File: src/rtl/tw9p_pkg.sv
// ----------------------------------------------------------------------------
// tw9p_pkg
// Shared types and codes for the three-wire nine-bit packer.
// ----------------------------------------------------------------------------
package tw9p_pkg;

   typedef enum logic [1:0] {
      OP_SET_DC = 2'd0,
      OP_START  = 2'd1,
      OP_SEND   = 2'd2,
      OP_END    = 2'd3
   } op_type;

   typedef struct packed {
      op_type      opcode;
      logic        dc_value;
      logic [7:0]  data_byte;
   } item_type;

   typedef struct packed {
      logic [7:0]  out_byte;
      logic        has_byte;
      logic        last;
   } result_type;

   // control from the sequencer into the packer
   typedef struct packed {
      logic        consume;
      logic        phase;
   } pack_ctl_type;

   // status from the packer back to the sequencer
   typedef struct packed {
      logic        has_result;
      logic        two_results;
   } pack_stat_type;

endpackage

File: src/rtl/tw9p_pack.sv
// ----------------------------------------------------------------------------
// tw9p_pack
// Stream state (D/C flag, pending bits) and the per-item packing logic.
// ----------------------------------------------------------------------------
module tw9p_pack
   import tw9p_pkg::*;
(
   input  logic          clock,
   input  logic          reset,
   input  item_type      item,
   input  pack_ctl_type  ctl,
   output pack_stat_type stat,
   output result_type    result
);

   logic        dc_flag_ff, dc_flag_in;
   logic [6:0]  bits_ff, bits_in;
   logic [2:0]  count_ff, count_in;

   logic [15:0] acc;
   logic [3:0]  shift;
   logic [15:0] mask;
   logic [15:0] acc_shifted;
   logic [15:0] pad_shifted;
   logic        full;

   always_comb begin
      acc         = {bits_ff, dc_flag_ff, item.data_byte};
      shift       = {1'b0, count_ff} + 4'd1;
      mask        = (16'd1 << shift) - 16'd1;
      acc_shifted = acc >> shift;
      pad_shifted = {9'd0, bits_ff} << (4'd8 - {1'b0, count_ff});
      full        = (count_ff == 3'd7);
   end

   always_comb begin
      dc_flag_in       = dc_flag_ff;
      bits_in          = bits_ff;
      count_in         = count_ff;
      stat.has_result  = 1'b0;
      stat.two_results = 1'b0;
      result.out_byte  = 8'd0;
      result.has_byte  = 1'b0;
      result.last      = 1'b0;
      case (item.opcode)
         OP_SET_DC: begin
            dc_flag_in = item.dc_value;
         end
         OP_START: begin
            bits_in  = 7'd0;
            count_in = 3'd0;
         end
         OP_SEND: begin
            stat.has_result  = 1'b1;
            stat.two_results = full;
            result.has_byte  = 1'b1;
            if (full) begin
               result.out_byte = ctl.phase ? acc[7:0] : acc[15:8];
               bits_in         = 7'd0;
               count_in        = 3'd0;
            end else begin
               result.out_byte = acc_shifted[7:0];
               bits_in         = acc[6:0] & mask[6:0];
               count_in        = count_ff + 3'd1;
            end
         end
         OP_END: begin
            stat.has_result = 1'b1;
            result.out_byte = (count_ff != 3'd0) ? pad_shifted[7:0] : 8'd0;
            result.has_byte = (count_ff != 3'd0);
            result.last     = 1'b1;
            bits_in         = 7'd0;
            count_in        = 3'd0;
         end
         default: begin
            dc_flag_in = dc_flag_ff;
         end
      endcase
   end

   always_ff @(posedge clock) begin
      if (reset) begin
         dc_flag_ff <= 1'b0;
         bits_ff    <= 7'd0;
         count_ff   <= 3'd0;
      end else if (ctl.consume) begin
         dc_flag_ff <= dc_flag_in;
         bits_ff    <= bits_in;
         count_ff   <= count_in;
      end
   end

endmodule

File: src/rtl/tw9p_outreg.sv
// ----------------------------------------------------------------------------
// tw9p_outreg
// Result register between the packer and the result channel.
// ----------------------------------------------------------------------------
module tw9p_outreg
   import tw9p_pkg::*;
(
   input  logic       clock,
   input  logic       reset,
   input  logic       load,
   input  result_type result,
   input  logic       take,
   output logic       free,
   output logic       valid,
   output result_type held
);

   logic       valid_ff, valid_in;
   result_type held_ff;

   assign free     = !valid_ff || take;
   assign valid_in = load || (valid_ff && !take);
   assign valid    = valid_ff;
   assign held     = held_ff;

   always_ff @(posedge clock) begin
      if (reset) begin
         valid_ff <= 1'b0;
      end else begin
         valid_ff <= valid_in;
      end
   end

   always_ff @(posedge clock) begin
      if (load) begin
         held_ff <= result;
      end
   end

endmodule

File: src/rtl/three_wire_nine_bit_packer.sv
// ----------------------------------------------------------------------------
// three_wire_nine_bit_packer
// Packs 9-bit D/C-prefixed words into a byte stream for a three-wire panel.
// ----------------------------------------------------------------------------
// An accepted command sits in an input register while the packer forms its
// result; the result then waits in an output register. Set-flag, start and
// end commands, and a send that completes one byte, yield at most one result;
// a send that completes two bytes emits them one after the other, since both
// leave through the single result channel. With the result side ready, a new
// command is accepted every cycle but while such a send emits its first byte.
// ----------------------------------------------------------------------------
module three_wire_nine_bit_packer
   import tw9p_pkg::*;
(
   input  logic        clock,
   input  logic        reset,
   input  logic        req_tvalid,
   output logic        req_tready,
   input  logic [15:0] req_tdata,   // [0] dc_value, [8:1] data_byte, rest zero
   input  logic [1:0]  req_tuser,   // [1:0] opcode
   output logic        rsp_tvalid,
   input  logic        rsp_tready,
   output logic [7:0]  rsp_tdata,   // [7:0] out_byte
   output logic        rsp_tuser,   // [0] has_byte
   output logic        rsp_tlast
);

   logic          in_valid_ff, in_valid_in;
   item_type      in_item_ff;
   logic          phase_ff, phase_in;
   logic          req_take;
   logic          emit;
   logic          out_free;
   logic          out_valid;
   pack_ctl_type  ctl;
   pack_stat_type stat;
   result_type    result;
   result_type    held;

   assign emit = in_valid_ff && stat.has_result && out_free;

   always_comb begin
      ctl.phase   = phase_ff;
      ctl.consume = in_valid_ff &&
                    (!stat.has_result ||
                     (out_free && (!stat.two_results || phase_ff)));
   end

   assign req_tready  = !in_valid_ff || ctl.consume;
   assign req_take    = req_tvalid && req_tready;
   assign in_valid_in = req_take || (in_valid_ff && !ctl.consume);
   assign phase_in    = ctl.consume ? 1'b0 :
                        ((emit && stat.two_results) ? 1'b1 : phase_ff);

   always_ff @(posedge clock) begin
      if (reset) begin
         in_valid_ff <= 1'b0;
         phase_ff    <= 1'b0;
      end else begin
         in_valid_ff <= in_valid_in;
         phase_ff    <= phase_in;
      end
   end

   always_ff @(posedge clock) begin
      if (req_take) begin
         in_item_ff.opcode    <= op_type'(req_tuser);
         in_item_ff.dc_value  <= req_tdata[0];
         in_item_ff.data_byte <= req_tdata[8:1];
      end
   end

   tw9p_pack u_pack (
      .clock  (clock),
      .reset  (reset),
      .item   (in_item_ff),
      .ctl    (ctl),
      .stat   (stat),
      .result (result)
   );

   tw9p_outreg u_outreg (
      .clock  (clock),
      .reset  (reset),
      .load   (emit),
      .result (result),
      .take   (rsp_tready),
      .free   (out_free),
      .valid  (out_valid),
      .held   (held)
   );

   assign rsp_tvalid = out_valid;
   assign rsp_tdata  = held.out_byte;
   assign rsp_tuser  = held.has_byte;
   assign rsp_tlast  = held.last;

   a_phase_only_in_send: assert property (@(posedge clock) disable iff (reset)
      phase_ff |-> (in_valid_ff && in_item_ff.opcode == OP_SEND && stat.two_results))
      else $error("second-byte phase outside a two-byte send");

   a_emit_shows: assert property (@(posedge clock) disable iff (reset)
      emit |=> rsp_tvalid)
      else $error("emitted result not presented");

   a_hold_blocks_input: assert property (@(posedge clock) disable iff (reset)
      (in_valid_ff && !ctl.consume) |-> !req_tready)
      else $error("input accepted while item still pending");

   a_marker_is_empty: assert property (@(posedge clock) disable iff (reset)
      (rsp_tvalid && !rsp_tuser) |-> (rsp_tlast && rsp_tdata == 8'd0))
      else $error("bare end marker carries data");

endmodule

File: config.mk
export PLATFORM = sky130hd
export DESIGN_NAME = three_wire_nine_bit_packer
export DESIGN_NICKNAME = d
export VERILOG_FILES = /design/src/rtl/tw9p_pkg.sv /design/src/rtl/tw9p_pack.sv /design/src/rtl/tw9p_outreg.sv /design/src/rtl/three_wire_nine_bit_packer.sv
export SDC_FILE = /design/constraint.sdc
export NUM_CORES = 1
export LEC_CHECK = 0
export BUFFER_PORTS_ARGS = -buffer_cell sky130_fd_sc_hd__buf_2
export CAP_MARGIN = 20
export CORE_UTILIZATION = 60
export DETAILED_ROUTE_END_ITERATION = 10
export PLACE_DENSITY = 0.83
export SLEW_MARGIN = 20
export SYNTH_ARGS = -nofsm -noshare
export SYNTH_HDL_FRONTEND = slang
export SYNTH_SLANG_ARGS = --single-unit
File: constraint.sdc
create_clock -name clock -period 3.35 [get_ports clock]
set_input_delay 0.335 -clock clock [delete_from_list [all_inputs] [get_ports clock]]
set_output_delay 0.335 -clock clock [all_outputs]
set_load 0.02 [all_outputs]
==> results of run 1 <==
## synth_stat cells (2+ instances only)
| master | n |
|---|---|
| nand2_1 | 29 |
| nor2_1 | 25 |
| edfxtp_1 | 21 |
| a21oi_1 | 20 |
| mux2i_1 | 16 |
| dfxtp_1 | 14 |
| mux2_2 | 12 |
| o21ai_0 | 12 |
| ha_1 | 9 |
| o22ai_1 | 9 |
| inv_1 | 8 |
| nand3_1 | 8 |
| a211oi_1 | 7 |
| nor3_1 | 7 |
| buf_2 | 5 |
| a31oi_1 | 4 |
| clkbuf_8 | 4 |
| clkbuf_1 | 3 |
| nand2b_1 | 3 |
| and2b_2 | 2 |
| buf_6 | 2 |
| nand4_1 | 2 |
| nand4b_1 | 2 |
| nor2b_1 | 2 |
| o311ai_1 | 2 |
| or3_1 | 2 |
## state kept, by name, indices dropped and copies added (netlist names)
| signal | count |
|---|---|
| in_item_ff | 11 |
| u_outreg.held | 10 |
| u_pack.bits_ff | 7 |
| u_pack.count_ff | 3 |
| in_valid_ff | 1 |
| phase_ff | 1 |
| u_outreg.valid | 1 |
| u_pack.dc_flag_ff | 1 |
## metrics by stage
stage / hold slack [ns] / power, mW / instance area, sq um / setup WS (ns)
after floorplan: 0.404 / 0.559 / 2350 / 1.15
final: 0.215 / 0.925 / 2540 / 0.455
after global routing: 0.200 / 0.957 / 2540 / 0.282
after CTS: 0.210 / 0.928 / 2540 / 0.474
after detailed placement: 0.481 / 0.589 / 2440 / 0.794
after global placement: 0.463 / 0.587 / 2440 / 0.820
## cells by family after synthesis
group | count (synthesis) | share of synthesized area [%]
mux | 29 | 13.2
flops | 35 | 38.7
simple gates | 91 | 19.4
fa+ha+maj | 9 | 4.79
buf+inv | 24 | 6.97
compound gates | 64 | 16.9
## where the power goes
part / switching [mW] / leakage, nW / internal (mW)
Sequential: 0.0141 / 0.313 / 0.472
Combinational: 0.0585 / 0.557 / 0.0373
Clock: 0.152 / 0.0496 / 0.192
## critical path, stage by stage (launching register included)
cell	delay (ns)
dfxtp_1	0.70
ha_1	0.26
ha_1	0.57
nand2b_4	0.10
o21ai_0	0.33
nand3_1	0.14
buf_2	0.18
## per-layer routing
layer  GRT usage, %  vias to the layer above
li1               -                      965
met5              0                        -
met1           34.6                      937
met3           6.51                       11
met4           11.7                        0
met2           46.6                       94
## area by class of cell
| cell class | instances | area (sq um) |
|---|---|---|
| inverters | 8 | 30.0 |
| well taps | 48 | 60.1 |
| repair buffers | 30 | 160 |
| flip-flops and latches | 35 | 911 |
| clock buffers | 7 | 97.6 |
| multi-input cells | 193 | 1280 |
| clock inverters | 1 | 7.51 |
| fillers | 291 | 1170 |
## worst max path at each step
stage | from | to | slack [ns]
finish | u_pack.count_ff[1] | req_tready | 0.45
global route | u_pack.count_ff[1] | req_tready | 0.28
floorplan | u_pack.count_ff[1] | u_outreg.held[9] | 1.15
CTS | u_pack.count_ff[1] | req_tready | 0.47
detailed placement | u_pack.count_ff[1] | u_outreg.held[9] | 0.79
global placement | u_pack.count_ff[1] | u_outreg.held[9] | 0.82
==> impl_metrics.csv, run 1 <==
group,metric,value,unit
run_status,status,"complete, no violations",
cts,cts-root-buf,"clkbuf_8",
logic_synthesis,synth_cells,252,
routing,avgRoutedWirePerCell,16.6,um
global_routing,overflow,0,
routing,first_iter_violations,261,
place,place_congestion,0.900,
logic_synthesis,synth_area,2350,sq um
place,place_inst,314,
cts,cts.clk_slew.worst_paths,0.07,ns
floorplan,die_w,64.6,um
sta,setup_viol,0,
critical_path,reg2reg_from,"u_pack.count_ff[1]",
cells_and_area,nets,304,
global_routing,grt_use_total,28.0,%
floorplan,fp.dieH,64.6,um
critical_path,crit_fanout,19,
hold_path,hold_class,"input pin to register",
place,dpl.hpwl,3910,um
floorplan,ios,34,
power,leakage,0.920,nW
floorplan,dieArea,4170,sq um
sta,rsz0062_at_grt,"no",
logic_synthesis,synth-edff-count,21,
sta,clock.fmax,345,MHz
floorplan,fp.coreArea,3720,sq um
logic_synthesis,syn_avg_cell_area,9.33,sq um
sta,fin_skew,0.0146,ns
cells_and_area,final_cell_mix,"nand2_1, buf_2, nor2_1",
logic_synthesis,synth_top_area_share,26.8,%
hold_path,holdCritStartpoint,"req_tuser[1]",
routing,wl,5340,um
critical_path,reg2regPathDepth,7,
logic_synthesis,synth_top_area_cell,"edfxtp_1",
critical_path,crit_type,"register to output port",
cts,clock_latency,0.30,ns
hold_path,min_delay_path_depth,1,
cts,cts_setup_buffers,0,
cts,cts_tree,"done",
cells_and_area,finalNonFillerCells,322,
power,peakVddDrop,0.000270,V
cts,numCtsBuffers,5,
routing,vias,2007,
critical_path,r2r_slack,0.73,ns
sta,min_period,2.90,ns
cells_and_area,final_common_cell,"nand2_1",
critical_path,r2r-end,"u_outreg.held[9]",
cts,cts_buffer_depth,2,
routing,drt-met1-wl,2210,um
floorplan,start_util,63.3,%
logic_synthesis,syn-num-nets,283,
place,port_buffers,26,
routing,firstDrtPassIters,4,
logic_synthesis,yosysWarningCount,0,
critical_path,required,3.01,ns
cts,clock_sinks,35,
global_routing,antenna_found_initial,0,
critical_path,cp_data_arrival_time,2.56,ns
sta,final_max_slew_viol_count,0,
cells_and_area,utilization,68.4,%
routing,wl_met2,2590,um
job,cap_violations,0,
cts,cts-hold-fix-buffers,0,
routing,viasPerCell,6.23,
floorplan,rows,22,
critical_path,cp-start-kind,"register",
global_routing,grt_first_pass_wirelength,8780,um
hold_path,hold_path_end,"in_item_ff[10]",
routing,highest_layer,"met4",
cells_and_area,diodes,0,
cells_and_area,area_growth,8.14,%
global_routing,first_global_vias,1855,
logic_synthesis,ys_ff_latch,35,
routing,ant_nets,0,
routing,wl_met3,430,um
logic_synthesis,synthFlopType,"edfxtp_1",
sta,worst_pin_slew,0.902,ns
logic_synthesis,synth.yosys.seq_area_share,38.7,%
logic_synthesis,synthTopCellsByArea,"edfxtp_1, dfxtp_1, mux2i_1",
sta,max_slew_margin,39.6,%
critical_path,critPathCaptureType,"output port",
sta,period_share,86.4,%
cells_and_area,drive_gt1_share,21.9,%
sta,hold_viol_final,0,
logic_synthesis,synth-async-reset-ratio,0,%
global_routing,grt_max_degree,31,
sta,fin_setup_tns,0,ns
cts,post_cts_resized,0,
routing,drcViolationCount,0,
logic_synthesis,synth_cell_type_count,48,
cts,htreeDepth,2,
power,p_per_area,364,nW/um^2
(Power assumes the default switching activity.)
==> inputs of run 2 (changes only) <==
--- a/config.mk
+++ b/config.mk
@@ -8,6 +8,7 @@
 export BUFFER_PORTS_ARGS = -buffer_cell sky130_fd_sc_hd__buf_2
 export CAP_MARGIN = 20
 export CORE_UTILIZATION = 60
+export CTS_BUF_LIST = sky130_fd_sc_hd__clkbuf_2
 export DETAILED_ROUTE_END_ITERATION = 10
 export PLACE_DENSITY = 0.83
 export SLEW_MARGIN = 20
==> run 2 against run 1 <==
Sequential share of layout area rose by 0.54 points. Sequential power barely moved. Count of clock-buffer cells in the layout fell by 1. Combinational power barely moved. Cell area fell by 1.5%. Die area did not move. Setup slack got worse by 0.097 ns. Clock power fell by 21%. Clock skew rose by 0.027 ns. Non-clock buffer count did not move.
==> impl_metrics.csv, run 2 (same netlist as run 1, synthesis figures left out) <==
group,metric,value,unit
global_routing,grt_first_pass_wirelength,8540,um
global_routing,grt_max_degree,31,
cts,cts-root-buf,"clkbuf_2",
sta,max_slew_margin,38.5,%
cells_and_area,largest_register_ffs,11,
cts,htreeDepth,2,
floorplan,fp.coreArea,3720,sq um
cts,cts_buffer_depth,2,
critical_path,crit_type,"register to output port",
hold_path,hold_class,"input pin to register",
place,place_ws,0.794,ns
routing,viasPerCell,6.17,
cells_and_area,nets,304,
power,p_seq_share,57.1,%
cts,cts-hold-fix-buffers,0,
place,dpl.hpwl,3910,um
power,sw_frac_of_total,25.0,%
cts,post_cts_resized,0,
power,clockPowerShare,31.7,%
sta,rsz0062_at_grt,"no",
floorplan,fp.dieH,64.6,um
routing,firstDrtPassIters,6,
power,combPwrFrac,11.2,%
cells_and_area,final_common_cell,"nand2_1",
routing,wl,5260,um
power,leakage,0.910,nW
cts,clock_latency,0.40,ns
cells_and_area,top_register,"in_item_ff",
sta,final_max_slew_viol_count,0,
place,place_congestion,0.900,
power,p_per_area,340,nW/um^2
cts,numCtsBuffers,5,
run_status,status,"complete, no violations",
floorplan,ios,34,
routing,vias,1986,
global_routing,grt_use_total,27.3,%
sta,fin_setup_tns,0,ns
global_routing,antenna_found_initial,0,
global_routing,overflow,0,
power,peakVddDrop,0.000345,V
cts,clock_sinks,35,
sta,period_share,89.3,%
power,internal-power,0.639,mW
sta,setup_viol,0,
cts,cts.clk_slew.worst_paths,0.17,ns
global_routing,first_global_vias,1826,
floorplan,die_w,64.6,um
cts,cts_tree,"done",
critical_path,crit_fanout,19,
sta,hold_viol_final,0,
cells_and_area,diodes,0,
routing,avgRoutedWirePerCell,16.3,um
sta,setup_ws,0.358,ns
floorplan,start_util,63.3,%
cts,cts_setup_buffers,0,
cells_and_area,final_cell_mix,"nand2_1, buf_2, nor2_1",
sta,worst_pin_slew,0.919,ns
critical_path,cp-start-kind,"register",
place,port_buffers,26,
routing,first_iter_violations,279,
sta,min_period,2.99,ns
job,cap_violations,0,
cells_and_area,area_growth,6.55,%
routing,ant_nets,0,
floorplan,rows,22,
critical_path,cp_data_arrival_time,2.66,ns
sta,clock.fmax,334,MHz
power,p_sw,0.212,mW
cells_and_area,drive_gt1_share,22.3,%
floorplan,dieArea,4170,sq um
routing,drcViolationCount,0,
critical_path,critPathCaptureType,"output port",
critical_path,required,3.01,ns
sta,fin_skew,0.0420,ns
-- run 2: changes by cell type in the layout (fill, tap and decap cells not counted) --
cell	previous run	this run
bufinv_16	0	1
clkbuf_1	1	0
clkbuf_16	1	0
clkbuf_2	0	6
clkbuf_8	5	0
-- run 2: path summary, 6_finish.rpt --
path / slack, ns / endpoint / start / depth (start not counted)
worst max-delay path: 0.36 / req_tready / u_pack.count_ff[1] / 6
worst min register to register: 0.51 / u_pack.dc_flag_ff / in_item_ff[8] / 2
worst max register to register: 0.80 / in_item_ff[2] / u_pack.count_ff[1] / 6
worst min-delay path: 0.11 / in_item_ff[10] / req_tuser[1] / 1
-- run 2: area by class of cell --
type / count / area, sq um
multi-input combinational: 193 / 1280
inverter: 8 / 30.0
tap: 48 / 60.1
timing repair buffer: 30 / 160
clock inverter: 2 / 37.5
sequential: 35 / 911
clock buffer: 6 / 30.0
fill: 305 / 1210
-- run 2: layer usage --
metal  vias up  global-route usage, %  share of wire [%]
met2        72                   44.3                 48
met1       929                   33.6                 44
met4         0                   13.3                3.0
met3        16                   6.69                5.5
met5         -                      0                  0
li1        969                      -                  -
-- run 2: power groups by stage --
stage | registers [mW] | clock network (mW) | logic (mW)
final | 0.486 | 0.270 | 0.0956
after global routing | 0.488 | 0.293 | 0.104
after CTS | 0.485 | 0.277 | 0.0947
after detailed placement | 0.495 | 0 | 0.0943
after global placement | 0.494 | 0 | 0.0931
after floorplan | 0.494 | 0 | 0.0654
-- run 2: worst max-delay path: stages, from the launching register on --
cell	delay, ns
dfxtp_1	0.72
ha_1	0.26
ha_1	0.58
nand2b_4	0.10
o21ai_0	0.32
nand3_1	0.14
buf_2	0.18
-- run 2: through the flow --
stage / instance area [sq um] / util, % / power [mW] / hold slack, ns / instances
after floorplan: 2350 / - / 0.559 / 0.404 / 252
after global placement: 2440 / 65.6 / 0.587 / 0.463 / 314
after detailed placement: 2440 / 65.6 / 0.589 / 0.481 / 314
after CTS: 2500 / 67.4 / 0.857 / 0.0928 / 322
after global routing: 2500 / 67.4 / 0.885 / 0.0666 / 322
final: 2500 / 67.4 / 0.851 / 0.109 / 322
==> inputs of run 3 (changes only) <==
--- a/config.mk
+++ b/config.mk
@@ -7,10 +7,13 @@
 export LEC_CHECK = 0
 export BUFFER_PORTS_ARGS = -buffer_cell sky130_fd_sc_hd__buf_2
 export CAP_MARGIN = 20
-export CORE_UTILIZATION = 60
+export CELL_PAD_IN_SITES_DETAIL_PLACEMENT = 1
+export CELL_PAD_IN_SITES_GLOBAL_PLACEMENT = 1
+export CORE_ASPECT_RATIO = 1.2
+export CORE_UTILIZATION = 49
 export CTS_BUF_LIST = sky130_fd_sc_hd__clkbuf_2
 export DETAILED_ROUTE_END_ITERATION = 10
-export PLACE_DENSITY = 0.83
+export PLACE_DENSITY_LB_ADDON = 0.1
 export SLEW_MARGIN = 20
 export SYNTH_ARGS = -nofsm -noshare
 export SYNTH_HDL_FRONTEND = slang
==> run 3 against run 2 <==
Non-clock buffer count grew 1. Register-to-register slack gained 0.13 ns. Worst hold slack lost 0.036 ns. Sequential power is essentially flat. Cell area is essentially flat. Global-route usage shrank 1.9 points. Clock skew shrank 0.020 ns. Die area grew 22%. Maximum frequency grew 9.6%. Core utilization shrank 13 points. Highest routed layer unchanged.
==> impl_metrics.csv, run 3 (same netlist as run 1, synthesis figures left out) <==
group,metric,value,unit
cells_and_area,largest_register_ffs,11,
routing,avgRoutedWirePerCell,17.9,um
power,peakVddDrop,0.000226,V
floorplan,die_w,65.2,um
sta,rsz0062_at_grt,"no",
critical_path,cp_top_family,"buffers and inverters",
critical_path,critPathSlowestCell,"dfxtp_1",
global_routing,antenna_found_initial,0,
routing,firstDrtPassIters,4,
routing,drcViolationCount,0,
critical_path,crit_path_max_incr_delay,0.38,ns
routing,wl,5970,um
cts,cts_tree,"done",
cells_and_area,fillers,563,
global_routing,first_global_vias,1959,
floorplan,rows,27,
place,place_inst,325,
power,p_per_area,320,nW/um^2
sta,hold_viol_final,0,
sta,fin_setup_tns,0,ns
cells_and_area,multi_input_area,1280,sq um
global_routing,grtUsageMet2,42.7,%
global_routing,grt_first_pass_wirelength,9660,um
hold_path,hold_class,"input pin to register",
sta,setup_ws,0.621,ns
sta,fin_skew,0.0215,ns
cts,cts.clk_slew.worst_paths,0.22,ns
cts,cts-hold-fix-buffers,0,
place,place_ws,0.997,ns
cells_and_area,finalNonFillerCells,333,
floorplan,start_util,51.2,%
critical_path,critPathBufInv,3,
critical_path,worstPathCellList,"buf_4, ha_1, ha_1, buf_4, nand2b_4, o21ai_0, nand3_1, buf_2",
cts,cts_buffer_depth,2,
floorplan,dieArea,5080,sq um
sta,clock.fmax,366,MHz
global_routing,overflow,0,
place,dpl.hpwl,4550,um
place,place_congestion,0.888,
cells_and_area,final_common_cell,"nand2_1",
power,leakage,0.901,nW
routing,viasPerCell,5.77,
routing,first_iter_violations,102,
global_routing,met1_usage,31.8,%
place,port_buffers,26,
floorplan,fp.coreArea,4590,sq um
run_status,status,"complete, no violations",
cts,post_cts_resized,0,
critical_path,cp_data_arrival_time,2.39,ns
critical_path,crit_type,"register to output port",
critical_path,required,3.01,ns
cells_and_area,seq_area,911,sq um
cells_and_area,final_cell_mix,"nand2_1, buf_2, nor2_1",
cts,numCtsBuffers,5,
cells_and_area,area_growth,6.60,%
sta,period_share,81.5,%
cts,cts-root-buf,"clkbuf_2",
routing,ant_nets,0,
critical_path,crit_fanout,31,
floorplan,fp.dieH,77.9,um
job,cap_violations,0,
cts,clock_sinks,35,
sta,worst_pin_slew,0.870,ns
cells_and_area,nets,305,
global_routing,met3_usage,4.41,%
cts,clock_latency,0.41,ns
cells_and_area,diodes,0,
cts,cts_setup_buffers,0,
critical_path,cp-start-kind,"register",
critical_path,critPathCaptureType,"output port",
routing,vias,1922,
global_routing,grt_use_total,25.4,%
cts,htreeDepth,2,
cells_and_area,top_register,"in_item_ff",
cells_and_area,drive_gt1_share,22.5,%
sta,max_slew_margin,41.8,%
sta,final_max_slew_viol_count,0,
sta,min_period,2.73,ns
sta,setup_viol,0,
floorplan,ios,34,
global_routing,grt_max_degree,32,
global_routing,grt.busiest_layer,"met2",
-- run 3: per-stage QoR --
stage / total power [mW] / hold slack (ns) / instance area [sq um] / util (%)
floorplan: 0.559 / 0.404 / 2350 / -
global placement: 0.592 / 0.471 / 2460 / 53.5
detailed placement: 0.595 / 0.484 / 2460 / 53.5
CTS: 0.811 / 0.0680 / 2510 / 54.5
global route: 0.841 / 0.0430 / 2510 / 54.5
finish: 0.803 / 0.0727 / 2510 / 54.5
-- run 3: power breakdown --
group | leakage, nW | total [mW] | internal [mW] | switching (mW)
registers | 0.313 | 0.485 | 0.472 | 0.0131
clock network | 0.0256 | 0.217 | 0.0534 | 0.164
logic | 0.562 | 0.101 | 0.0383 | 0.0623
-- run 3: path summary, 6_finish.rpt --
kind / startpoint / end / slack [ns] / depth (start not counted)
worst max register to register: u_pack.count_ff[2] / u_outreg.held[9] / 0.93 / 6
worst max-delay path: u_pack.count_ff[0] / req_tready / 0.62 / 8
worst min register to register: in_item_ff[8] / u_pack.dc_flag_ff / 0.52 / 2
worst min-delay path: req_tdata[5] / in_item_ff[4] / 0.07 / 1
-- run 3: layout make-up --
type                       instances  share of cell area [%]
tap                               58                    2.90
inverter                           8                    1.20
timing repair buffer              31                    6.69
clock buffer                       5                   0.999
multi-input combinational        193                    50.9
sequential                        35                    36.3
clock inverter                     3                   0.949
-- run 3: metal layers --
metal | share of wire [%] | vias up
met5 | 0 | -
met4 | 2.3 | 0
met3 | 2.1 | 14
met2 | 50 | 34
met1 | 46 | 907
li1 | - | 967
